$ cat src/sv/obfv_sqrt.sv
// ----------------------------------------------------------------------------
// obfv_sqrt: pipelined integer square root
// Digit-by-digit restoring square root, one root bit per stage.
// ----------------------------------------------------------------------------
module obfv_sqrt #(
	parameter int FRAC_BITS = 14
) (
	input  logic                      clk,
	input  logic                      en,
	input  logic [2*FRAC_BITS+2:0]    rad,
	output logic [FRAC_BITS+1:0]      root
);
	localparam int RW = FRAC_BITS + 2;
	localparam int QW = 2 * FRAC_BITS + 3;

	logic [2*RW-1:0] rad_s  [0:RW];
	logic [RW+1:0]   rem_s  [0:RW];
	logic [RW-1:0]   root_s [0:RW];

	// Entry point of the chain.
	assign rad_s[0]  = {{(2*RW-QW){1'b0}}, rad};
	assign rem_s[0]  = '0;
	assign root_s[0] = '0;

	// Each stage brings down two radicand bits and tries root*4+1.
	for (genvar i = 1; i <= RW; i++) begin : g_step
		logic [RW+3:0] t;
		logic [RW+3:0] trial;
		logic          ge;

		assign t     = {rem_s[i-1], rad_s[i-1][2*RW-1 -: 2]};
		assign trial = {2'b00, root_s[i-1], 2'b01};
		assign ge    = t >= trial;

		always_ff @(posedge clk) begin
			if (en) begin
				rem_s[i]  <= ge ? (RW+2)'(t - trial) : (RW+2)'(t);
				root_s[i] <= {root_s[i-1][RW-2:0], ge};
				rad_s[i]  <= {rad_s[i-1][2*RW-3:0], 2'b00};
			end
		end
	end

	assign root = root_s[RW];
endmodule

$ cat config.mk
export PLATFORM = sky130hd
export DESIGN_NAME = obfv_sqrt
export DESIGN_NICKNAME = d
export VERILOG_FILES = /design/src/sv/obfv_sqrt.sv
export SDC_FILE = /design/constraint.sdc
export NUM_CORES = 1
export LEC_CHECK = 0
export ABC_AREA = 1
export BUFFER_PORTS_ARGS = -buffer_cell sky130_fd_sc_hd__buf_2
export CAP_MARGIN = 10
export CORE_MARGIN = 4
export CORE_UTILIZATION = 45
export DETAILED_ROUTE_END_ITERATION = 12
export HOLD_SLACK_MARGIN = 0.02
export SYNTH_ARGS = -nofsm -noshare
export SYNTH_HDL_FRONTEND = slang
export SYNTH_SLANG_ARGS = --single-unit
$ cat constraint.sdc
create_clock -name clk -period 2.7 [get_ports clk]
set_input_delay 0.135 -clock clk [delete_from_list [all_inputs] [get_ports clk]]
set_output_delay 0.135 -clock clk [all_outputs]
set_load 0.02 [all_outputs]
==> flow_summary.yaml <==
power:
  power.density_mw_per_mm2: 729
  p_leak_nw: 15.4
  max-vdd-ir-drop_v: 0.000496
  finalPower_w: 0.0265
synth:
  synth_fa_ha_area_share_pct: 5.93
  synthMuxAreaShare_pct: 0
  ys_types: 50
  synth_ff_type: "edfxtp_1"
  yosys.area.top_type: "edfxtp_1"
  netlist_instances: 3215
  synthTopCellsByArea: "edfxtp_1, nand2_1, ha_1"
  syn-num-nets: 3400
  synth_compound_area_share_pct: 6.43
  synth_top_family_by_area: "simple AND/OR/NAND/NOR gates"
  async_flop_share_pct: 0
  yosysWarnings: 0
  yosys.area_share.simple_pct: 20.2
  syn_area_sq_mm: 0.0321
  synth.avg_cell_area_sq_um: 9.97
  synth_xor_area_share_pct: 2.70
  ys_seq_elements: 622
  ys_seq_area_share_pct: 58.3
  synth_edf_count: 622
  synth_top_cell_area_share_pct: 58.3
global_routing:
  track_usage_pct: 18.7
  grt_max_degree: 77
  grt_antenna_before_repair: 0
  overflow: 0
  grt_pass1_vias: 21500
  grt_pass1_wl_mm: 113
cts:
  cts_buffer_depth: 3
  htreeDepth: 3
  cts_tree: "done"
  clk-insertion-delay-late_ps: 610
  cts.sinks: 622
  clk_pin_slew_worst_paths_ps: 60
  cts_buffers: 69
  ctsResizeCount: 0
  cts-root-buf: "clkbuf_16"
die:
  die_w_um: 275
  core_sq_mm: 0.0703
  rows: 97
  dieArea_sq_mm: 0.0756
  ios: 49
  die_h_um: 275
  initial_utilization_pct: 45.6
sta:
  setup_violations: 0
  worst_pin_slew_ps: 636
  slew_headroom_pct: 57.3
  drv_slew: 0
  hold_violations: 0
  fin_skew_ps: 25.7
  final.period_utilization_pct: 89.3
  fmax_ghz: 0.415
  grt_setup_unrepaired: "no"
  layout_min_cycle_time_ps: 2410
  hold_ws_ps: 225
  tns_ps: 0
routing:
  wl_mm: 70.5
  postRouteAntennaNets: 0
  drt_iter0_markers: 1689
  wl_met1_mm: 33.5
  wl_met2_mm: 32.5
  wl_per_cell_um: 16.1
  viasPerCell: 5.04
  firstDrtPassIters: 5
  drc: 0
  vias: 22000
  wl_met3_mm: 2.78
  top_layer_used: "met4"
worst_setup_path:
  crit_type: "reg -> reg"
  crit_path_end_kind: "register"
  cpMaxStageDelayCell: "edfxtp_1"
  arrival_ps: 2730
  cp_max_fo: 22
  critPathLaunchType: "register"
  crit_family: "compound AO/OA/AOI/OAI gates"
  critPathMaxStageDelay_ps: 410
  path_buf_inv: 1
  critPathMostFrequentCell: "a21oi_2"
  cp.required_ps: 3020
  crit_chain: "ha_1 -> a21oi_2 -> nand2_1 -> a21oi_2 -> nand3b_4 -> inv_2 -> o21ai_0"
final_layout:
  nets: 3562
  area_growth_pct: 13.3
  drive_gt1_share_pct: 10.2
  antenna_cells: 0
min_path:
  worstHoldPathType: "in -> reg"
placed_design:
  portBuffers: 48
  hpwl_mm: 54.1
  gp_congestion: 0.881
flow_run:
  drv_cap: 0
outcome:
  outcome: "complete, no violations"
==> cell families after synthesis <==
family	count (synthesis)
AO/OA/AOI/OAI	341
adder cells (fa/ha/maj)	152
AND/OR/NAND/NOR	1491
XOR/XNOR	99
buffers and inverters	509
flip-flops	622
other	1
==> layout make-up <==
type	instances	area, sq um
clock inverters	41	543
multi-input cells	2084	11300
fillers	6377	34000
flip-flops and latches	622	18700
well taps	940	1180
clock buffers	83	1780
repair buffers	112	973
inverters	488	1850
==> flip-flops by register name (all words and copies together) (netlist names) <==
signal        flops
g_step.t        276
rad_s           210
g_step.trial    120
root             16
==> repair_timing <==
| item | in CTS | in global routing |
|---|---|---|
| hold endpoints to repair | 80 | 0 |
| hold buffers | 32 | 0 |
| buffers inserted | 0 | 0 |
==> report_power, final <==
| part | internal (W) | switching [W] |
|---|---|---|
| sequential | 0.0118 | 0.000620 |
| combinational | 0.00163 | 0.00288 |
| clock | 0.00565 | 0.00386 |
==> worst paths after layout <==
kind | from | slack (ps) | depth (start not counted) | to
worst max-delay path | g_step[9].t[9] | 290 | 7 | g_step[10].t[10]
worst min-delay path | rad[9] | 220 | 2 | rad_s[491]
worst max register to register | g_step[9].t[9] | 290 | 7 | g_step[10].t[10]
worst min register to register | rad_s[371] | 410 | 0 | rad_s[341]
==> cell usage after synthesis (2+ instances only) <==
master / instances
and2_1: 4
nand4_1: 43
buf_4: 2
o21ai_2: 48
nor2_1: 257
buf_6: 16
inv_1: 476
inv_2: 7
o211ai_1: 2
a21oi_2: 27
or2_2: 7
nand3b_1: 34
o21ai_1: 18
nor3_2: 2
nand2_2: 28
edfxtp_1: 622
nor3_1: 32
o21bai_1: 6
nand3_1: 189
nor2_4: 9
nand2_4: 4
a21oi_1: 133
buf_2: 2
xnor2_1: 51
o21ai_0: 92
o21a_1: 4
nand3_4: 2
nand2_1: 848
a21o_1: 4
inv_4: 4
a21boi_2: 2
ha_1: 152
nor4_1: 3
nand3_2: 6
nor2_2: 17
xor2_1: 48
==> through the flow <==
step                      instance area (sq um)  worst slack [ps]  util [%]  instances
after floorplan                           32100               738         -       3215
after detailed placement                  33700               286      47.9       4214
after CTS                                 36300               265      51.7       4370
final                                     36300               290      51.7       4370
after global routing                      36300              86.9      51.7       4370
after global placement                    33700               254      47.9       4214
==> layer usage <==
metal,global-route usage (%),up-vias
li1,-,11100
met1,26.5,10400
met2,30.5,452
met3,2.83,108
met4,4.95,0
met5,0,-
==> placed cells by master (no fill, tap or decap), types with 3 or more instances in the layout <==
master and n:
nand2_1 848, edfxtp_1 622, inv_1 476, nor2_1 257
nand3_1 189, ha_1 152, a21oi_1 133, o21ai_0 92
clkbuf_16 69, xnor2_1 51, o21ai_2 48, xor2_1 48
buf_2 47, nand4_1 43, nand3b_1 34, nor3_1 32
dlygate4sd3_1 32, nand2_2 28, a21oi_2 27, buf_4 19
o21ai_1 18, nor2_2 17, clkinv_2 14, clkbuf_1 14
buf_12 13, nor2_4 9, bufinv_16 9, clkinv_1 8
inv_2 7, or2_2 7, nand3_2 6, o21bai_1 6
a21o_1 4, nand2_4 4, inv_4 4, and2_1 4
o21a_1 4, inv_6 3, nor4_1 3, clkinv_16 3
(Power assumes the default switching activity.)
