`src/sv/obfv_pkg.sv`:
```
// ----------------------------------------------------------------------------
// obfv_pkg: shared types and constants
// Types and fixed widths used by the orthonormal basis pipeline.
// ----------------------------------------------------------------------------
package obfv_pkg;

	// Width of one vector component and of a sum of two squares.
	localparam int DW = 16;
	localparam int SW = 32;

	// Largest magnitude kept before the sign is applied.
	localparam logic [16:0] MAG_LIMIT = 17'd32768;
	localparam logic [16:0] POS_LIMIT = 17'd32767;

	// Per-item side information that travels beside the arithmetic.
	typedef struct packed {
		logic signed [DW-1:0] x;
		logic signed [DW-1:0] y;
		logic signed [DW-1:0] z;
		logic                 sel_x;
		logic                 neg_z;
		logic                 neg_v;
		logic                 degen;
	} sb_t;

	// One result transaction.
	typedef struct packed {
		logic signed [DW-1:0] tan_x;
		logic signed [DW-1:0] tan_y;
		logic signed [DW-1:0] tan_z;
		logic signed [DW-1:0] bitan_x;
		logic signed [DW-1:0] bitan_y;
		logic signed [DW-1:0] bitan_z;
		logic                 degenerate;
	} frame_t;

endpackage

```
`src/sv/obfv_front.sv`:
```
// ----------------------------------------------------------------------------
// obfv_front: magnitude, branch select and sum of squares
// Three stages: magnitudes and branch, squares, sum of squares.
// ----------------------------------------------------------------------------
module obfv_front (
	input  logic                       clk,
	input  logic                       arst_n,
	input  logic                       en,
	input  logic                       v_in,
	input  logic signed [15:0]         x,
	input  logic signed [15:0]         y,
	input  logic signed [15:0]         z,
	output logic                       v_out,
	output obfv_pkg::sb_t              sb_out,
	output logic [obfv_pkg::SW-1:0]    s_out,
	output logic [obfv_pkg::SW-1:0]    na_out,
	output logic [obfv_pkg::SW-1:0]    nz_out
);
	import obfv_pkg::*;

	logic [DW-1:0] ax, ay, az;
	logic [DW-1:0] va_s1, az_s1;
	sb_t           sb_s1, sb_s2, sb_s3, sb_c;
	logic          v_s1, v_s2, v_s3;
	logic [SW-1:0] na_s2, nz_s2, na_s3, nz_s3, s_s3;

	// Magnitudes; the negation of the most negative value gives 32768.
	assign ax = x[DW-1] ? DW'(-x) : DW'(x);
	assign ay = y[DW-1] ? DW'(-y) : DW'(y);
	assign az = z[DW-1] ? DW'(-z) : DW'(z);

	always_comb begin
		sb_c.x     = x;
		sb_c.y     = y;
		sb_c.z     = z;
		sb_c.sel_x = ax > ay;
		sb_c.neg_z = z[DW-1];
		sb_c.neg_v = (ax > ay) ? (x > 0) : (y > 0);
		sb_c.degen = (x == 0) && (y == 0) && (z == 0);
	end

	// Valid bits of the three stages.
	always_ff @(posedge clk or negedge arst_n) begin
		if (!arst_n) begin
			v_s1 <= 1'b0;
			v_s2 <= 1'b0;
			v_s3 <= 1'b0;
		end else if (en) begin
			v_s1 <= v_in;
			v_s2 <= v_s1;
			v_s3 <= v_s2;
		end
	end

	// Stage data: select, square, then sum.
	always_ff @(posedge clk) begin
		if (en) begin
			va_s1 <= (ax > ay) ? ax : ay;
			az_s1 <= az;
			sb_s1 <= sb_c;
			na_s2 <= SW'(va_s1) * SW'(va_s1);
			nz_s2 <= SW'(az_s1) * SW'(az_s1);
			sb_s2 <= sb_s1;
			s_s3  <= na_s2 + nz_s2;
			na_s3 <= na_s2;
			nz_s3 <= nz_s2;
			sb_s3 <= sb_s2;
		end
	end

	assign v_out  = v_s3;
	assign sb_out = sb_s3;
	assign s_out  = s_s3;
	assign na_out = na_s3;
	assign nz_out = nz_s3;
endmodule

```
`config.mk`:
```
export PLATFORM = sky130hd
export DESIGN_NAME = obfv_front
export DESIGN_NICKNAME = d
export VERILOG_FILES = /design/src/sv/obfv_pkg.sv /design/src/sv/obfv_front.sv
export SDC_FILE = /design/constraint.sdc
export NUM_CORES = 1
export LEC_CHECK = 0
export BUFFER_PORTS_ARGS = -buffer_cell sky130_fd_sc_hd__buf_4
export CAP_MARGIN = 15
export CORE_MARGIN = 5
export CORE_UTILIZATION = 30
export CTS_BUF_LIST = sky130_fd_sc_hd__clkbuf_4 sky130_fd_sc_hd__clkbuf_8
export CTS_CLUSTER_DIAMETER = 200
export DETAILED_ROUTE_END_ITERATION = 8
export SLEW_MARGIN = 20
export SYNTH_ARGS = -nofsm -noshare
export SYNTH_HDL_FRONTEND = slang
export SYNTH_SLANG_ARGS = --single-unit
```
`constraint.sdc`:
```
create_clock -name clk -period 7.5 [get_ports clk]
set_input_delay 1.125 -clock clk [delete_from_list [all_inputs] [get_ports clk]]
set_output_delay 1.125 -clock clk [all_outputs]
set_load 0.02 [all_outputs]
```
==> metrics, run 1 <==
status=completed; Fin Setup TNS=0 ns; Util after Layout=34.9%; Setup Fix Bufs, Post-CTS=0; number of flops mapped to enable cells by yosys=about 340; die width=313 µm; max_cap viols=0; CTS tree=yes; FP Rows=111; Fill cells=9185; DR WL/cell=15.9 µm; total number of H-tree levels=3; clk root buf=clkbuf_8; die height=313 µm; mean post-synth cell area=11.5 µm²; Total GRT Usage=12.7%; placed insts=3743; cts bufs inserted=66; IO Pins=201; Worst Path Class, Setup=reg -> reg; Avg Vias per Cell=4.48; total congestion overflow=0; register area=10200 µm²; WP data required=about 7.9 ns; Num Clock Sinks=341; Hold WC Path Type=in -> async; commonest cells after routing, fill and taps aside=inv_1 (520), edfxtp_1 (338), fa_1 (324); Final period util=around 90%; slowest CP cell=edfxtp_1; starting DRC count in detailed routing=1027; crit end category=flop; Critical Path AT=7.33 ns; delay-heaviest family, CP=adder cells; end of the worst register-to-register path=na_s2[31]; Setup violations, final=0; initial antenna violation count=1; Vias=17290; Max Fclk=~0.14 GHz; R2R Path Start=va_s1[6]; top_reg_cell synth=edfxtp_1; largest net degree at the start of global routing=approximately 140; Async SR Flop Fraction=0.880%; Min Hold Slack=0.233 ns; share of layout cells above drive strength 1=about 14%; final net count=3254; Yosys warning count=0; final WL=61400 µm; Area Growth Syn to Fin=15.8%; worst slew pin tran=approximately 0.97 ns; critical path peak fanout=17; Yosys reg bits=between 300 and 400; first-pass GRT wire length=98600 µm; Slew headroom=34.9%; Layout Cells excl Fill=between 3000 and 4000; placed wire-length estimate=approximately 49000 µm; Post-DRT Antenna Nets=0; library cells used by synthesis=64; fin crit period=6.92 ns; Core Area=about 91000 µm²; Seq/Total Area, Yosys=37.1%; die area=98100 µm²; DRC=0; DR pass1 iterations=8; final weighted congestion in routability-driven placement=0.844; Reg clk slew, reported paths=about 0.060 ns; startpoint type of the worst setup path=flop; Max Slew Vio Count=0; multi-input logic area=roughly 15000 µm²; CTS resizes=0; Reg2Reg Depth=23; crit-path max cell delay=0.80 ns; Final Skew=0.0494 ns; IO buf count=slightly below 200; sum of buffers and inverters on the critical path=6; final hold violations=0; initial core utilization=30.2%; cts hold-fix bufs=0; worst reg2reg setup slack=0.58 ns; crit path cell chain=and2_1 > inv_1 > fa_1 > inv_1 > fa_1 > inv_1 > fa_1 > inv_1 > fa_1 > fa_1 > inv_1 > fa_1 > inv_1 > ha_1 > and3_1 > nor2b_1 > nand2_1 > o21ai_0 > o21bai_1 > a31oi_1 > a21oi_1 > mux2_2 > o311ai_0; most common cell after layout, fill and taps aside=inv_1; Clk Latency, worst-skew pair=0.68 ns; post-synthesis cell count=2393; RSZ-0062 raised after global routing=no; Max clock buf depth=3; Mapped Area=27600 µm²; vias in the first global route=18113
[cells in the mapped netlist, drive strengths merged, types with 12 or more instances]
library cell,count,area share [%]
a21o,57,1.6
a21oi,72,1.3
and2,80,1.8
clkbuf,48,0.65
edfxtp,338,37
fa,324,24
ha,253,11
inv,520,7.1
mux2i,17,0.62
nand2,189,2.6
nand2b,13,0.30
nand3,24,0.44
nor2,77,1.0
nor2b,19,0.43
nor3,13,0.24
o21a,14,0.38
o21ai,54,0.98
o21bai,12,0.33
xnor2,77,2.4
xor2,62,2.0
[logic make-up (layout without fill, tap and decap cells)]
| logic type | after synthesis | after routing | synth area share, % |
|---|---|---|---|
| buffers and inverters | 575 | 853 | 7.89 |
| multiplexers | 25 | 25 | 0.944 |
| adder cells (fa/ha/maj) | 577 | 577 | 35.0 |
| AO/OA/AOI/OAI | 264 | 264 | 6.35 |
| flip-flops | 341 | 341 | 37.1 |
| AND/OR/NAND/NOR | 471 | 471 | 8.28 |
| XOR/XNOR | 139 | 139 | 4.42 |
| other | 1 | 4 | 0.0136 |
[sequential cells by signal, summed over array words and instances, names as in the netlist, 16 cells and up]
name and cells:
az_s1 16, na_out 31, na_s2 31, nz_out 30, nz_s2 30, s_out 32
sb_out 51, sb_s1 50, sb_s2 51, va_s1 16
[how the worst max path moves through the flow]
stage	start	endpoint	cells after the start
floorplan	va_s1[1]	na_s2[24]	24
global placement	va_s1[6]	na_s2[31]	23
detailed placement	va_s1[6]	na_s2[31]	23
CTS	va_s1[6]	na_s2[31]	23
global route	va_s1[3]	na_s2[31]	22
finish	va_s1[6]	na_s2[31]	23
[cell type report]
type                       instances  area share (%)
timing repair buffer             218            5.19
clock buffer                      87            3.34
sequential                       341            32.0
multi-input combinational       1478            47.6
tap                             1186            4.65
clock inverter                    28            1.10
inverter                         520            6.12
antenna                            2          0.0157
[layer usage]
layer  share of wire, %  vias up  GRT usage (%)
met5                  0        -              0
met4                1.6        0           3.15
met3                7.3       69           3.41
met2                 43      401           19.0
met1                 48     8589           18.4
li1                   -     8231              -
[per-stage QoR]
step                worst slack (ns)  instance area, µm²
detailed placement             0.607               30500
global placement               0.743               30500
CTS                            0.608               31900
floorplan                       1.29               27600
finish                         0.577               31900
global route                  0.0947               31900
Power of run 1 is not shown: default switching activity piles up to over one toggle a cycle in this logic, so the estimate is an artifact.
==> run 2: changes to the inputs <==
--- a/config.mk
+++ b/config.mk
@@ -9,5 +9,5 @@
 export CAP_MARGIN = 15
 export CORE_MARGIN = 5
-export CORE_UTILIZATION = 30
+export CORE_UTILIZATION = 38
 export CTS_BUF_LIST = sky130_fd_sc_hd__clkbuf_4 sky130_fd_sc_hd__clkbuf_8
 export CTS_CLUSTER_DIAMETER = 200
==> constraint.sdc (replaced) <==
create_clock -name clk -period 7.5 [get_ports clk]
set_input_delay 1.125 -clock clk [delete_from_list [all_inputs] [get_ports clk]]
set_output_delay 1.125 -clock clk [all_outputs]
set_load 0.005 [all_outputs]
==> run 2 against run 1 <==
  * Critical path depth down 1
  * Clock skew increased by 0.037 ns
  * Global-route usage up 3.3 points
  * Cell count fell by 6.5%
  * Sequential share of layout area is 0.52 points higher
  * First-iteration DRC count is 4.4% higher
  * Register-to-register slack hardly changed
  * Clock-buffer cell count fell by 15
  * Critical path type unchanged
==> metrics, run 2 (same netlist as run 1, synthesis figures left out) <==
startpoint type of the worst setup path=flop; die width=279 µm; final net count=3242; cts hold-fix bufs=0; Area Growth Syn to Fin=13.9%; crit-path max cell delay=0.76 ns; Worst Path Class, Setup=reg -> reg; DR pass1 iterations=5; Final period util=a little over 90%; initial core utilization=38.4%; FP Rows=98; Clk Latency, worst-skew pair=0.69 ns; clk root buf=clkbuf_8; Max Slew Vio Count=0; wire length on met3=3940 µm; final WL=a little over 60000 µm; delay-heaviest family, CP=adder cells; crit end category=flop; Critical Path AT=approximately 7.3 ns; critical path peak fanout=15; Slew headroom=27.6%; worst slew pin tran=1.09 ns; Reg2Reg Depth=22; DR WL/cell=17.2 µm; cts bufs inserted=59; vias in the first global route=18852; metal2 WL=28100 µm; ANT cells=0; DRC=0; Setup violations, final=0; largest net degree at the start of global routing=roughly 160; total number of H-tree levels=2; first-pass GRT wire length=100000 µm; max_cap viols=0; Fin Setup TNS=0 ns; IO Pins=roughly 200; end of the worst register-to-register path=nz_s2[28]; Setup WS pre-CTS=approximately 0.64 ns; share of layout cells above drive strength 1=12.9%; Util after Layout=43.8%; fin crit period=around 7 ns; WP data required=7.89 ns; starting DRC count in detailed routing=around 1100; IO buf count=198; Avg Vias per Cell=4.82; Post-DP Area=30200 µm²; initial antenna violation count=0; detailed-route wire length on metal 1=28900 µm; Max clock buf depth=3; Num Clock Sinks=approximately 340; slowest CP cell=edfxtp_1; register area=between 10000 and 15000 µm²; RSZ-0062 raised after global routing=no; Final Skew=0.0866 ns; Setup Fix Bufs, Post-CTS=0; Vias=17405; R2R Path Start=az_s1[3]; CTS tree=yes; total congestion overflow=0; Post-DRT Antenna Nets=0; placed wire-length estimate=49200 µm; sum of buffers and inverters on the critical path=4; die height=279 µm; crit path cell chain=inv_1 > nor2_1 > ha_1 > xor2_1 > fa_1 > inv_1 > fa_1 > fa_1 > fa_1 > inv_1 > fa_1 > inv_1 > ha_1 > a211oi_1 > o21bai_1 > o21ai_0 > a21oi_1 > or3_1 > o211ai_1 > or3b_1 > a21oi_1 > xnor2_1; Max Used Layer=met4; cell mode on critical path=fa_1; Reg clk slew, reported paths=0.07 ns; Fill cells=6709; final hold violations=0; fin area=31400 µm²; status=completed; commonest cells after routing, fill and taps aside=inv_1 (520), edfxtp_1 (338), fa_1 (324); setup ws final=approximately 0.57 ns; Total GRT Usage=16.0%; Max Fclk=0.144 GHz; multi-input logic area=15200 µm²; worst reg2reg setup slack=0.57 ns; most common cell after layout, fill and taps aside=inv_1; CTS resizes=0; die area=roughly 78000 µm²; final weighted congestion in routability-driven placement=0.875; Core Area=71700 µm²; Hold WC Path Type=in -> async
-- run 2: layer usage --
| metal | vias to the layer above | track usage, % |
|---|---|---|
| met5 | - | 0 |
| met4 | 0 | 3.51 |
| met3 | 69 | 3.41 |
| met1 | 8735 | 23.2 |
| li1 | 8191 | - |
| met2 | 410 | 25.1 |
-- run 2: how the worst max path moves through the flow --
stage | from | endpoint | slack [ns] | cells past startpoint
2_1_floorplan | va_s1[1] | na_s2[24] | 1.29 | 24
3_3_place_gp | az_s1[3] | nz_s2[28] | 0.71 | 22
3_5_place_dp | az_s1[3] | nz_s2[28] | 0.64 | 22
4_1_cts | az_s1[3] | nz_s2[28] | 0.62 | 22
5_1_grt | va_s1[6] | na_s2[31] | 0.15 | 23
6_report | az_s1[3] | nz_s2[28] | 0.57 | 22
-- run 2: stage by stage --
stage,hold slack (ns),std cells
6_report,0.206,3608
5_1_grt,0.153,3608
4_1_cts,0.117,3608
3_5_place_dp,0.405,3502
3_3_place_gp,0.401,3502
2_1_floorplan,0.400,2394
-- run 2: layout make-up --
type,count,area share (%)
clock buffer,72,2.92
clock inverter,34,1.03
inverter,520,6.21
multi-input combinational,1478,48.3
sequential,341,32.6
tap,950,3.78
timing repair buffer,213,5.16
-- run 2: worst reg2reg max path, cell delays in order, from the launching register on --
cell and delay, ns:
edfxtp_1 0.76, inv_1 0.22, nor2_1 0.26, ha_1 0.30, xor2_1 0.19, fa_1 0.56, inv_1 0.06, fa_1 0.48
fa_1 0.50, fa_1 0.49, inv_1 0.05, fa_1 0.47, inv_1 0.04, ha_1 0.34, a211oi_1 0.24, o21bai_1 0.12
o21ai_0 0.19, a21oi_1 0.12, or3_1 0.33, o211ai_1 0.33, or3b_1 0.38, a21oi_1 0.18, xnor2_1 0.08
Power of run 2 is left out for the same reason.
==> run 3: changes to the inputs <==
- CORE_UTILIZATION: 38 -> 40
==> run 3 against run 2 <==
  * Core utilization increased by 1.9 points
  * Clock-buffer cell count down 4
  * Largest cell class unchanged
  * Highest routed layer unchanged
  * Worst hold slack improved by 0.041 ns
  * Fmax down 0.40%
  * Routed wire length fell by 0.72%
  * Via count is 0.42% lower
  * Design area is 0.51% lower
  * Register-to-register slack lost 0.03 ns
  * Global-route usage grew 0.66 points
  * Cell count decreased by 2.0%
  * Sequential share of layout area is 0.17 points higher
  * Clock skew decreased by 0.026 ns
==> metrics, run 3 (same netlist as run 1, synthesis figures left out) <==
starting DRC count in detailed routing=999; CTS resizes=0; total number of H-tree levels=2; RSZ-0062 raised after global routing=no; Max Fclk=0.144 GHz; Critical Path AT=about 7.4 ns; Area Growth Syn to Fin=13.3%; Total GRT Usage=16.7%; Post-DRT Antenna Nets=0; R2R Path Start=az_s1[3]; ANT cells=0; critical path peak fanout=15; initial core utilization=40.3%; Hold WC Path Type=in -> async; commonest cells after routing, fill and taps aside=inv_1 (520), edfxtp_1 (338), fa_1 (324); Setup violations, final=0; DRC=0; Slew headroom=36.3%; DR pass1 iterations=5; Core Area=68500 µm²; crit path to=nz_s2[28]; first-pass GRT wire length=between 90000 and 100000 µm; crit end category=flop; cts hold-fix bufs=0; Num Clock Sinks=~340; Reg clk slew, reported paths=~0.060 ns; Worst Path Class, Setup=reg -> reg; crit path from=az_s1[3]; Max Slew Vio Count=0; final weighted congestion in routability-driven placement=just under 0.9; cts bufs inserted=58; worst slew pin tran=0.956 ns; placed wire-length estimate=slightly below 50000 µm; Final period util=92.8%; status=completed; vias in the first global route=18579; share of layout cells above drive strength 1=12.8%; final net count=3239; Fin Setup TNS=0 ns; die height=273 µm; initial antenna violation count=0; DR WL/cell=about 17 µm; IO buf count=between 150 and 200; IO Pins=roughly 200; total congestion overflow=0; final hold violations=0; fin crit period=6.96 ns; max_cap viols=0; CTS tree=yes; FP Rows=96; Final Skew=roughly 0.06 ns; die width=273 µm; Max clock buf depth=3; clk root buf=clkbuf_8; Avg Vias per Cell=4.90; WP data required=7.92 ns; largest net degree at the start of global routing=148; end of the worst register-to-register path=nz_s2[28]; Vias=17332; die area=between 70000 and 80000 µm²; Setup Fix Bufs, Post-CTS=0; Clk Latency, worst-skew pair=roughly 0.7 ns; final WL=61600 µm; worst reg2reg setup slack=0.54 ns; most common cell after layout, fill and taps aside=inv_1; Reg2Reg Depth=22; startpoint type of the worst setup path=flop
[run 3: cell count changes in the layout (fill, tap and decap cells not counted), sizes merged]
cell / delta
clkinvlp: +1
clkinv: +4
inv: +1
bufinv: -3
buf: -2
clkbuf: -4
[run 3: how the worst min path moves through the flow]
stage,to,cells after the start,start,slack [ns]
6_report,v_s2,1,arst_n,0.25
5_1_grt,v_s2,1,arst_n,0.20
4_1_cts,v_s2,1,arst_n,0.18
3_5_place_dp,sb_s2[1],0,sb_s1[1],0.40
3_3_place_gp,sb_out[13],0,sb_s2[13],0.40
2_1_floorplan,sb_out[0],0,sb_s2[0],0.40
[run 3: metrics by stage]
step                setup slack (ns)  area [µm²]  util, %  hold WS (ns)  std cells
floorplan                       1.29       27600        -         0.400       2394
global placement               0.725       30100     43.9         0.402       3432
detailed placement             0.633       30100     43.9         0.405       3432
CTS                            0.555       31200     45.6         0.183       3537
global route                   0.152       31200     45.6         0.199       3537
finish                         0.540       31200     45.6         0.247       3537
[run 3: layout make-up]
cell class | instances | area [µm²]
Inverter | 520 | 1950
Timing Repair Buffer | 211 | 1600
Fill cell | 6387 | 37200
Multi-Input combinational cell | 1478 | 15200
Clock inverter | 37 | 305
Tap cell | 882 | 1100
Sequential cell | 341 | 10200
Clock buffer | 68 | 873
[run 3: critical path: stages, from the launching register on]
cell and delay [ns]:
edfxtp_1 0.75, inv_1 0.24, nor2_1 0.26, ha_1 0.29, xor2_1 0.19, fa_1 0.54, inv_1 0.05, fa_1 0.48
fa_1 0.50, fa_1 0.49, inv_1 0.05, fa_1 0.49, inv_1 0.04, ha_1 0.33, a211oi_1 0.25, o21bai_1 0.14
o21ai_0 0.18, a21oi_1 0.11, or3_1 0.33, o211ai_1 0.35, or3b_1 0.39, a21oi_1 0.18, xnor2_1 0.08
[run 3: layer usage]
metal  vias to the layer above  wire length [µm]  global-route usage [%]
met4                         0               948                    3.34
met5                         -                 0                       0
met3                        61              4370                    4.18
met1                      8610             28500                    23.7
met2                       468             27800                    26.4
li1                       8193                 -                       -
Power of run 3 is left out for the same reason.
